$ cat config.mk
export PLATFORM = sky130hd
export DESIGN_NAME = stack_machine_execute_unit
export DESIGN_NICKNAME = d
export VERILOG_FILES = /design/src/rtl/smeu_pkg.sv /design/src/rtl/stack_machine_execute_unit.sv /design/src/rtl/smeu_front.sv /design/src/rtl/smeu_back.sv /design/src/rtl/smeu_result_queue.sv
export SDC_FILE = /design/constraint.sdc
export NUM_CORES = 2
export LEC_CHECK = 0
export CAP_MARGIN = 20
export CORE_ASPECT_RATIO = 0.7
export CORE_UTILIZATION = 55
export DETAILED_ROUTE_END_ITERATION = 6
export DONT_BUFFER_PORTS = 1
export GPL_TIMING_DRIVEN = 0
export PLACE_DENSITY = 0.73
export SLEW_MARGIN = 10
export SYNTH_ARGS = -nofsm -noshare
export SYNTH_HDL_FRONTEND = slang
export SYNTH_HIERARCHICAL = 1
export SYNTH_SLANG_ARGS = --single-unit
$ cat constraint.sdc
create_clock -name clk -period 7.87 [get_ports clk]
set_input_delay 0.787 -clock clk [delete_from_list [all_inputs] [get_ports clk]]
set_output_delay 0.787 -clock clk [all_outputs]
set_load 0.02 [all_outputs]
$ cat src/rtl/smeu_pkg.sv
// package for the stack machine execute unit
// shared sizes, command and status codes, queue entry types; no dependencies
`timescale 1ns / 1ps

package smeu_pkg;

  localparam int STACK_DEPTH  = 64;
  localparam int PROGRAM_SIZE = 1024;
  localparam int WORD_W       = 32;
  localparam int PC_W         = $clog2(PROGRAM_SIZE);
  localparam int DEPTH_W      = $clog2(STACK_DEPTH + 1);
  localparam int ADDR_W       = $clog2(STACK_DEPTH);

  typedef enum logic [3:0] {
    CMD_ADD    = 4'd0,
    CMD_READ   = 4'd1,
    CMD_WRITE  = 4'd2,
    CMD_PUSH   = 4'd3,
    CMD_DUP    = 4'd4,
    CMD_JUMPIF = 4'd5,
    CMD_MUL    = 4'd6,
    CMD_SWAP   = 4'd7,
    CMD_OVER   = 4'd8
  } cmd_t;

  typedef enum logic [1:0] {
    ST_OK    = 2'd0,
    ST_UNDER = 2'd1,
    ST_OVER  = 2'd2
  } status_t;

  // decoded instruction as it waits between front and back
  typedef struct packed {
    cmd_t                     op;
    logic                     known;
    logic [1:0]               need;
    logic                     grows;
    logic signed [WORD_W-1:0] imm;
    logic signed [WORD_W-1:0] rd;
  } instr_t;

  typedef struct packed {
    logic [PC_W-1:0]          next_pc;
    logic                     write_valid;
    logic signed [WORD_W-1:0] write_value;
    status_t                  status;
    logic [DEPTH_W-1:0]       depth;
  } result_t;

endpackage

$ cat src/rtl/stack_machine_execute_unit.sv
// Stack machine execute unit: runs one instruction per transfer on a 64-entry stack of
// 32-bit words and returns one result per instruction. Sustained rate is one instruction
// per clock while the result queue has room: the top two stack entries sit in flops and the
// third is prefetched from a one-write one-read memory every cycle, so no instruction waits on
// the one before it. An instruction transfer is decoded into a two-entry queue and executed
// once it heads that queue and the result queue has room. Its result is registered into the
// result queue and shown on the result ports from there. Both sides can stall independently.
// With no pops, four instructions are taken before full rises: two results wait in the result
// queue and two decoded instructions wait in front of the back end. Reads of the unused stack
// area need no clearing after reset.
// depends on smeu_pkg, smeu_front, smeu_back, smeu_result_queue
`timescale 1ns / 1ps

module stack_machine_execute_unit import smeu_pkg::*; (
  input  logic                      clk,
  input  logic                      rst,
  input  logic                      push,
  output logic                      full,
  input  logic [3:0]                command,
  input  logic signed [WORD_W-1:0]  immediate,
  input  logic signed [WORD_W-1:0]  read_value,
  output logic                      empty,
  input  logic                      pop,
  output logic [PC_W-1:0]           next_pc,
  output logic                      write_valid,
  output logic signed [WORD_W-1:0]  write_value,
  output logic [1:0]                status,
  output logic [DEPTH_W-1:0]        depth
);

  logic    instr_valid;
  instr_t  instr;
  logic    instr_take;
  logic    res_ready;
  logic    res_push;
  result_t res;
  result_t res_out;

  smeu_front u_front (
    .clk         (clk),
    .rst         (rst),
    .push        (push),
    .full        (full),
    .command     (command),
    .immediate   (immediate),
    .read_value  (read_value),
    .instr_valid (instr_valid),
    .instr       (instr),
    .instr_take  (instr_take)
  );

  smeu_back u_back (
    .clk         (clk),
    .rst         (rst),
    .instr_valid (instr_valid),
    .instr       (instr),
    .instr_take  (instr_take),
    .res_ready   (res_ready),
    .res_push    (res_push),
    .res         (res)
  );

  smeu_result_queue u_result_queue (
    .clk       (clk),
    .rst       (rst),
    .res_push  (res_push),
    .res_in    (res),
    .res_ready (res_ready),
    .empty     (empty),
    .pop       (pop),
    .res_out   (res_out)
  );

  assign next_pc     = res_out.next_pc;
  assign write_valid = res_out.write_valid;
  assign write_value = res_out.write_value;
  assign status      = res_out.status;
  assign depth       = res_out.depth;

endmodule

$ cat src/rtl/smeu_front.sv
// front end: decodes each incoming instruction and holds it in a two-entry queue
// depends on smeu_pkg
`timescale 1ns / 1ps

module smeu_front import smeu_pkg::*; (
  input  logic                     clk,
  input  logic                     rst,
  input  logic                     push,
  output logic                     full,
  input  logic [3:0]               command,
  input  logic signed [WORD_W-1:0] immediate,
  input  logic signed [WORD_W-1:0] read_value,
  output logic                     instr_valid,
  output instr_t                   instr,
  input  logic                     instr_take
);

  instr_t     slot [2];
  logic       wr_ptr;
  logic       rd_ptr;
  logic [1:0] count;
  instr_t     dec;
  logic       do_push;
  logic       do_pop;

  always_comb begin
    dec       = '0;
    dec.op    = cmd_t'(command);
    dec.imm   = immediate;
    dec.rd    = read_value;
    dec.known = 1'b1;
    case (command) inside
      CMD_ADD, CMD_MUL, CMD_SWAP: begin
        dec.need = 2'd2;
      end
      CMD_OVER: begin
        dec.need  = 2'd2;
        dec.grows = 1'b1;
      end
      CMD_WRITE, CMD_JUMPIF: begin
        dec.need = 2'd1;
      end
      CMD_DUP: begin
        dec.need  = 2'd1;
        dec.grows = 1'b1;
      end
      CMD_READ, CMD_PUSH: begin
        dec.grows = 1'b1;
      end
      default: begin
        dec.known = 1'b0;
      end
    endcase
  end

  assign full        = (count == 2'd2);
  assign instr_valid = (count != 2'd0);
  assign instr       = slot[rd_ptr];
  assign do_push     = push && !full;
  assign do_pop      = instr_take && instr_valid;

  always_ff @(posedge clk) begin
    if (do_push) begin
      slot[wr_ptr] <= dec;
    end
  end

  always_ff @(posedge clk) begin
    if (rst) begin
      wr_ptr <= 1'b0;
      rd_ptr <= 1'b0;
      count  <= 2'd0;
    end else begin
      if (do_push) begin
        wr_ptr <= !wr_ptr;
      end
      if (do_pop) begin
        rd_ptr <= !rd_ptr;
      end
      count <= count + {1'b0, do_push} - {1'b0, do_pop};
    end
  end

endmodule

$ cat src/rtl/smeu_back.sv
// back end: executes one decoded instruction per cycle on the operand stack while the result queue has room;
// top two entries in flops, deeper entries in a memory; depends on smeu_pkg
`timescale 1ns / 1ps

module smeu_back import smeu_pkg::*; (
  input  logic    clk,
  input  logic    rst,
  input  logic    instr_valid,
  input  instr_t  instr,
  output logic    instr_take,
  input  logic    res_ready,
  output logic    res_push,
  output result_t res
);

  logic [WORD_W-1:0]   stack_mem [STACK_DEPTH];
  logic [WORD_W-1:0]   top;
  logic [WORD_W-1:0]   second;
  logic [WORD_W-1:0]   third;
  logic [DEPTH_W-1:0]  count;
  logic [PC_W-1:0]     pc;

  logic [WORD_W-1:0]   top_next;
  logic [WORD_W-1:0]   second_next;
  logic [DEPTH_W-1:0]  count_next;
  logic [PC_W-1:0]     pc_next;
  logic [PC_W-1:0]     pc_step;
  logic [2*WORD_W-1:0] prod;
  logic                fire;
  logic                under;
  logic                over;
  logic                exec;
  logic                mem_we;
  logic [ADDR_W-1:0]   mem_waddr;
  logic [ADDR_W-1:0]   mem_raddr;
  logic [DEPTH_W-1:0]  waddr_wide;
  logic [DEPTH_W-1:0]  raddr_wide;

  assign fire       = instr_valid && res_ready;
  assign instr_take = fire;
  assign res_push   = fire;

  assign under   = (count < DEPTH_W'(instr.need));
  assign over    = instr.grows && (count >= DEPTH_W'(STACK_DEPTH));
  assign exec    = fire && instr.known && !under && !over;
  assign pc_step = (pc == PC_W'(PROGRAM_SIZE - 1)) ? '0 : pc + PC_W'(1);
  assign prod    = top * second;

  always_comb begin
    top_next    = top;
    second_next = second;
    count_next  = count;
    pc_next     = pc;
    mem_we      = 1'b0;
    if (exec) begin
      pc_next = pc_step;
      case (instr.op)
        CMD_ADD: begin
          top_next    = top + second;
          second_next = third;
          count_next  = count - DEPTH_W'(1);
        end
        CMD_MUL: begin
          top_next    = prod[WORD_W-1:0];
          second_next = third;
          count_next  = count - DEPTH_W'(1);
        end
        CMD_SWAP: begin
          top_next    = second;
          second_next = top;
        end
        CMD_OVER: begin
          top_next    = second;
          second_next = top;
          count_next  = count + DEPTH_W'(1);
          mem_we      = 1'b1;
        end
        CMD_DUP: begin
          second_next = top;
          count_next  = count + DEPTH_W'(1);
          mem_we      = (count >= DEPTH_W'(2));
        end
        CMD_READ, CMD_PUSH: begin
          top_next    = (instr.op == CMD_READ) ? instr.rd : instr.imm;
          second_next = top;
          count_next  = count + DEPTH_W'(1);
          mem_we      = (count >= DEPTH_W'(2));
        end
        CMD_WRITE: begin
          top_next    = second;
          second_next = third;
          count_next  = count - DEPTH_W'(1);
        end
        CMD_JUMPIF: begin
          top_next    = second;
          second_next = third;
          count_next  = count - DEPTH_W'(1);
          if (!top[WORD_W-1]) begin
            pc_next = instr.imm[PC_W-1:0];
          end
        end
        default: begin
          pc_next = pc;
        end
      endcase
    end
  end

  // second spills to entry count-2; third tracks entry count-3
  assign waddr_wide = count - DEPTH_W'(2);
  assign raddr_wide = count_next - DEPTH_W'(3);
  assign mem_waddr  = waddr_wide[ADDR_W-1:0];
  assign mem_raddr  = raddr_wide[ADDR_W-1:0];

  always_ff @(posedge clk) begin
    if (mem_we) begin
      stack_mem[mem_waddr] <= second;
    end
    if (mem_we && (mem_waddr == mem_raddr)) begin
      third <= second;
    end else begin
      third <= stack_mem[mem_raddr];
    end
    top    <= top_next;
    second <= second_next;
  end

  always_ff @(posedge clk) begin
    if (rst) begin
      count <= '0;
      pc    <= '0;
    end else begin
      count <= count_next;
      pc    <= pc_next;
    end
  end

  always_comb begin
    res             = '0;
    res.next_pc     = pc_next;
    res.depth       = count_next;
    res.write_valid = exec && (instr.op == CMD_WRITE);
    res.write_value = res.write_valid ? top : '0;
    if (!instr.known) begin
      res.status = ST_OK;
    end else if (under) begin
      res.status = ST_UNDER;
    end else if (over) begin
      res.status = ST_OVER;
    end else begin
      res.status = ST_OK;
    end
  end

endmodule

$ cat src/rtl/smeu_result_queue.sv
// two-entry result queue between the back end and the result ports
// depends on smeu_pkg
`timescale 1ns / 1ps

module smeu_result_queue import smeu_pkg::*; (
  input  logic    clk,
  input  logic    rst,
  input  logic    res_push,
  input  result_t res_in,
  output logic    res_ready,
  output logic    empty,
  input  logic    pop,
  output result_t res_out
);

  result_t    slot [2];
  logic       wr_ptr;
  logic       rd_ptr;
  logic [1:0] count;
  logic       do_push;
  logic       do_pop;

  assign empty     = (count == 2'd0);
  assign do_pop    = pop && !empty;
  assign res_ready = (count != 2'd2) || do_pop;
  assign do_push   = res_push && res_ready;
  assign res_out   = slot[rd_ptr];

  always_ff @(posedge clk) begin
    if (do_push) begin
      slot[wr_ptr] <= res_in;
    end
  end

  always_ff @(posedge clk) begin
    if (rst) begin
      wr_ptr <= 1'b0;
      rd_ptr <= 1'b0;
      count  <= 2'd0;
    end else begin
      if (do_push) begin
        wr_ptr <= !wr_ptr;
      end
      if (do_pop) begin
        rd_ptr <= !rd_ptr;
      end
      count <= count + {1'b0, do_push} - {1'b0, do_pop};
    end
  end

endmodule
Word level (Yosys, flattened, before mapping)
Memory sizes are Yosys's and may differ from the RTL's. A register that Yosys moved wholly into a read port is not among the register bits.
Cells that the tools add are included.
- add/subtract/negate cells: 10
- $mul: 1
- order comparisons: 3
- equal/unequal tests: 19
- multiplexer cells: 37
- reductions and logical operators: 37
- operators with widths (operator ; number):
    32-bit one-hot mux with 4 select lines ; 1
    32-bit 2-to-1 mux ; 2
    32-bit one-hot mux with 2 select lines ; 1
    32-bit adder ; 1
    4-bit by 3-bit equality test with 1-bit output (second input constant) ; 8
    32-bit by 32-bit multiplier with 32-bit output ; 1
    10-bit 2-to-1 mux ; 3
    1-bit 2-to-1 mux ; 20
    10-bit one-hot mux with 2 select lines ; 1
    4-bit by 2-bit equality test with 1-bit output (second input constant) ; 4
    7-bit one-hot mux with 2 select lines ; 1
    2-bit 2-to-1 mux ; 6
    4-bit OR reduction ; 3
    6-bit by 2-bit subtractor with 6-bit output (second input constant) ; 2
    10-bit by 1-bit adder with 10-bit output (second input constant) ; 1
    10-bit equality test (second input constant) ; 1
    1-bit logical AND ; 10
    4-bit by 1-bit equality test with 1-bit output (second input constant) ; 2
    4-bit equality test (second input constant) ; 2
    1-bit zero test ; 8
    4-bit zero test ; 2
    8-bit OR reduction ; 1
    7-bit by 1-bit adder with 7-bit output (second input constant) ; 1
    7-bit by 2-bit greater-or-equal comparator with 1-bit output (second input constant) ; 1
    other kinds (17) ; 24
- register bits: 89
- bits in writable memories: 2296
- output and inout port bits: 54
- word-level logic and storage cells: 120
- memories kept: 3
- memory list (name ; depth ; bits a word ; rd ports ; clocked after Yosys merged registers in ; wr ports ; RTL line ; source):
    u_back.stack_mem ; 64 ; 32 ; 1 ; 1 ; 1 ; smeu_back.sv:16 ; logic [WORD_W-1:0] stack_mem [STACK_DEPTH];
    u_front.slot ; 2 ; 72 ; 1 ; 1 ; 1 ; smeu_front.sv:18 ; instr_t slot [2];
    u_result_queue.slot ; 2 ; 52 ; 1 ; 1 ; 1 ; smeu_result_queue.sv:16 ; result_t slot [2];

Longest topological paths before layout
- depth after elaboration: 11
- gate-level depth with buffers: 27

By module
The synthesis kept the hierarchy.
- modules (own cells, without submodules) (module ; times used ; cells each ; area each (µm²) ; seq. area each (µm²)):
    smeu_back ; 1 ; 5393 ; 99988.4 ; 63881.3
    smeu_front ; 1 ; 262 ; 5524.0 ; 4424.2
    smeu_result_queue ; 1 ; 192 ; 4005.1 ; 3223.1

Least setup slack after synthesis
Ideal clock, no wire load.
- path kind: flip-flop to flip-flop
- start: register u_back.second[4]
- end: register u_back.top[30] (data pin)
- arrival time: 7.670 ns
- slack: -0.069 ns
- cell stages (with the launch flop): 26
- clock period less this slack: 7.939 ns
- cell sequence: edfxtp_1 > clkbuf_1 > clkbuf_1 > and2_1 > fa_1 > inv_1 > fa_1 > fa_1 > fa_1 > inv_1 > fa_1 > inv_1 > fa_1 > inv_1 > fa_1 > fa_1 > ha_1 > a21o_1 > a21o_1 > a21oi_1 > a21boi_0 > o41ai_1 > o21bai_1 > a31oi_1 > mux2i_1 > o211ai_1
- longest elaborated chain between the ends: 2
- elaborated cells on any way between the ends: 3
- RTL lines (what ; RTL line ; source):
    start: declaration ; smeu_back.sv:18 ; logic [WORD_W-1:0] second;
    start signal: assignment ; smeu_back.sv:125 ; second <= second_next;
    32-bit by 32-bit multiplier with 32-bit output / 32-bit adder (equally long branches) ; smeu_back.sv:47, smeu_back.sv:59 ;
    32-bit one-hot mux with 4 select lines (*) ; smeu_back.sv:57 ; case (instr.op)
    end signal: assignment ; smeu_back.sv:124 ; top <= top_next;
    end: declaration ; smeu_back.sv:17 ; logic [WORD_W-1:0] top;
Every way passes the cells marked *; elsewhere a longest branch is shown, timed or not.
A chain may end at the register's enable or synchronous reset.

Worst setup path after layout
- start: register u_back.second[15]
- end: register u_back.top[31] (data pin)
Same word-level chain as after synthesis.

==> flow_metrics.py <==
metrics = {
    "sta": {
        "slew_violations": 0,
        "hold_violations": 0,
        "fin_crit_ps": 7940,
        "max_slew_margin_pct": 15.4,
        "fin_crit_sh_pct": 101,
        "worst_pin_slew_ps": 1270,
        "skew_ps": 72.4,
        "layout_setup_ws_ps": -66.3,
        "rsz0062_at_grt": "yes",
        "setup_viol": 3,
        "max_clock_freq_ghz": 0.126,
    },
    "finish": {
        "fin_util_pct": 63.8,
        "syn2layout_area_growth_pct": 14.8,
        "fin_nets": 7031,
        "n_fill_cell": 13091,
        "drive_gt1_share_pct": 25.7,
        "final_area_um2": 126000,
    },
    "routing": {
        "wl_per_cell_um": 35.9,
        "routed_wirelength_mm": 330,
        "vias_per_cell": 6.69,
        "vias": 61384,
        "detail-route-antenna-nets": 0,
        "dr.pass1.iters": 7,
        "drc": 3,
        "drt_iter0_drc": 10265,
    },
    "yosys": {
        "netlist_top_cells_count": "edfxtp_1 (2360), mux4_2 (672), fa_1 (410)",
        "syn_avg_cell_area_um2": 18.7,
        "synthTopCellsByArea": "edfxtp_1 (65%), mux4_2 (14%), fa_1 (7.5%), and2_1 (1.9%), ha_1 (1.9%)",
        "yosysWarnings": 6,
        "netlist_instances": 5847,
        "synth.most_common_cell": "edfxtp_1",
        "syn_area_um2": 110000,
        "ys.flop_type": "edfxtp_1",
        "synth_fp_nets": 6494,
        "synthArstFlopShare_pct": 0,
        "yosysSeqAreaShare_pct": 65.3,
        "synth_seq_cells": 2393,
        "synth.distinct_cells": 75,
        "synth_top_cell_by_area": "edfxtp_1",
        "synth_edf_count": 2360,
        "yosysTopAreaCellShare_pct": 64.7,
    },
    "place": {
        "dpl-instance-area_um2": 117000,
        "gp_congestion": 0.979,
        "hpwl_mm": 228,
        "place_ws_ps": -1150,
        "port_buffers": 0,
    },
    "global_routing": {
        "grt_pass1_wl_mm": 458,
        "groute.usage.overall_pct": 33.1,
        "grt_overflow_total": 0,
        "grt_start_max_net_pins": 63,
        "antenna_found_initial": 37,
        "first_global_vias": 59603,
    },
    "outcome": {
        "status": "finished, violations left",
        "violations": "DRC, setup timing",
    },
    "cts": {
        "cts-root-buf": "clkbuf_16",
        "cts_made_buffers": 213,
        "cts_tree": "yes",
        "cts.sinks": 2393,
        "path_clk_slew_ps": 70,
        "insertion_delay_ps": 900,
        "clockBufferDepth": 4,
        "htreeDepth": 4,
    },
    "critical_path": {
        "path_class": "reg2reg",
        "critPathRequiredTime_ps": 8580,
        "crit_path_end_kind": "flip-flop",
        "crit_arrival_ps": 8640,
        "cp_cell_sequence": "buf_4 > ha_1 > fa_1 > inv_1 > fa_1 > fa_1 > fa_1 > fa_1 > fa_1 > fa_1 > fa_1 > xnor2_1 > xnor2_1 > xnor2_1 > xnor2_1 > xnor2_2 > xnor3_1 > xnor2_1 > nand2_1 > o211ai_1",
        "cpMostUsedCell": "fa_1",
        "start_kind": "flip-flop",
        "cp_max_fo": 5,
        "crit_slowest_cell": "ha_1",
        "cpPeakStageDelay_ps": 680,
    },
    "floorplan": {
        "rows": 136,
        "die_height_um": 375,
        "coreArea_um2": 197000,
        "start_util_pct": 55.6,
        "top_level_ports": 126,
        "die-area_um2": 201000,
        "die_width_um": 535,
    },
    "job": {
        "drv_cap": 0,
    },
    "min_path": {
        "hp-class": "in2reg",
    },
}
## path summary, 6_finish.rpt
check                            endpoint  cells past startpoint  slack (ps)                   from
hold reg to reg                 flip-flop                      2         520  u_result_queue/rd_ptr
setup / recovery           u_back/top[31]                     20         -70      u_back/second[15]
hold / removal    u_result_queue/count[1]                      2         120                    rst
setup reg to reg           u_back/top[31]                     20         -70      u_back/second[15]
## stage by stage
stage,hold WS [ps],cells,TNS [ps]
6_report,124,9174,-96.2
5_1_grt,83.3,9165,-177
4_1_cts,58.1,9138,-3.66
3_5_place_dp,499,8649,-9650
3_3_place_gp,463,8469,-33420
2_1_floorplan,451,5847,0
## final cells by class
| cell class | instances | area, µm² | area share [%] |
|---|---|---|---|
| Buffer | 284 | 1480 | 1.17 |
| Antenna cell | 10 | 25.0 | 0.0199 |
| Clock inverter | 113 | 957 | 0.761 |
| Clock buffer | 260 | 5530 | 4.40 |
| Sequential cell | 2393 | 71500 | 56.9 |
| Inverter | 408 | 1540 | 1.22 |
| Tap cell | 2622 | 3280 | 2.61 |
| Timing Repair Buffer | 335 | 5450 | 4.33 |
| Multi-Input combinational cell | 2749 | 35900 | 28.6 |
## logic make-up after synthesis
| family | after synthesis | share of synthesized area, % |
|---|---|---|
| muxes | 874 | 15.9 |
| adders and majority gates | 575 | 9.38 |
| and+or+nand+nor | 895 | 4.13 |
| buffers and inverters | 705 | 2.61 |
| AOI/OAI and AO/OA | 278 | 1.66 |
| xor gates and xnor gates | 127 | 1.03 |
| DFF | 2393 | 65.3 |
## registers in the layout (all words and copies together) (netlist names), named ones only
signal	cells
u_back/pc	10
u_back/second	32
u_back/count	7
u_back/stack_mem	2048
u_result_queue/slot	104
u_result_queue/count	2
u_result_queue/wr_ptr	1
u_result_queue/rd_ptr	1
u_back/top	32
u_front/slot	144
u_front/wr_ptr	1
u_front/count	2
u_front/rd_ptr	1
## routing by layer
layer	global-route usage [%]	vias to the layer above	share of wire, %
met4	10.1	28	3.8
met1	48.6	32138	38
li1	-	23566	-
met2	43.9	4922	41
met3	15.2	730	18
met5	0	-	0.093
## cell usage in the layout, fill, tap and decap left out, drive strengths merged, types with 12 or more instances in the layout
| master | count |
|---|---|
| o21a | 12 |
| nor2b | 21 |
| mux2i | 25 |
| inv | 413 |
| fa | 410 |
| nand2 | 289 |
| dlygate4sd3 | 69 |
| nand2b | 17 |
| nand3 | 17 |
| a21o | 25 |
| nor2 | 143 |
| nor3 | 20 |
| and2 | 338 |
| buf | 389 |
| xor2 | 38 |
| ha | 165 |
| mux4 | 672 |
| bufinv | 13 |
| a222oi | 18 |
| o21ai | 67 |
| clkbuf | 421 |
| xnor2 | 88 |
| mux2 | 177 |
| clkinv | 85 |
| dfxtp | 33 |
| a21oi | 71 |
| edfxtp | 2360 |
## critical path: cells and delay by family (launching register included)
family                     cells  cell delay (ps)
adders and majority gates      9             4570
xor gates and xnor gates       7             1900
DFF                            1              600
buffers and inverters          2              360
AOI/OAI and AO/OA              1              180
and+or+nand+nor                1              150
## repair_timing
action,in CTS,in global routing
pin swaps,3,32
endpoints found under the setup margin,16,12
cloned,0,2
buffers inserted,53,25
gates resized for setup,76,165
hold buffers,69,0
hold endpoints to repair,151,0
Power is left out: the tool's default activity adds up to more than one toggle a clock period on the data nets, which glitch-free logic cannot reach.
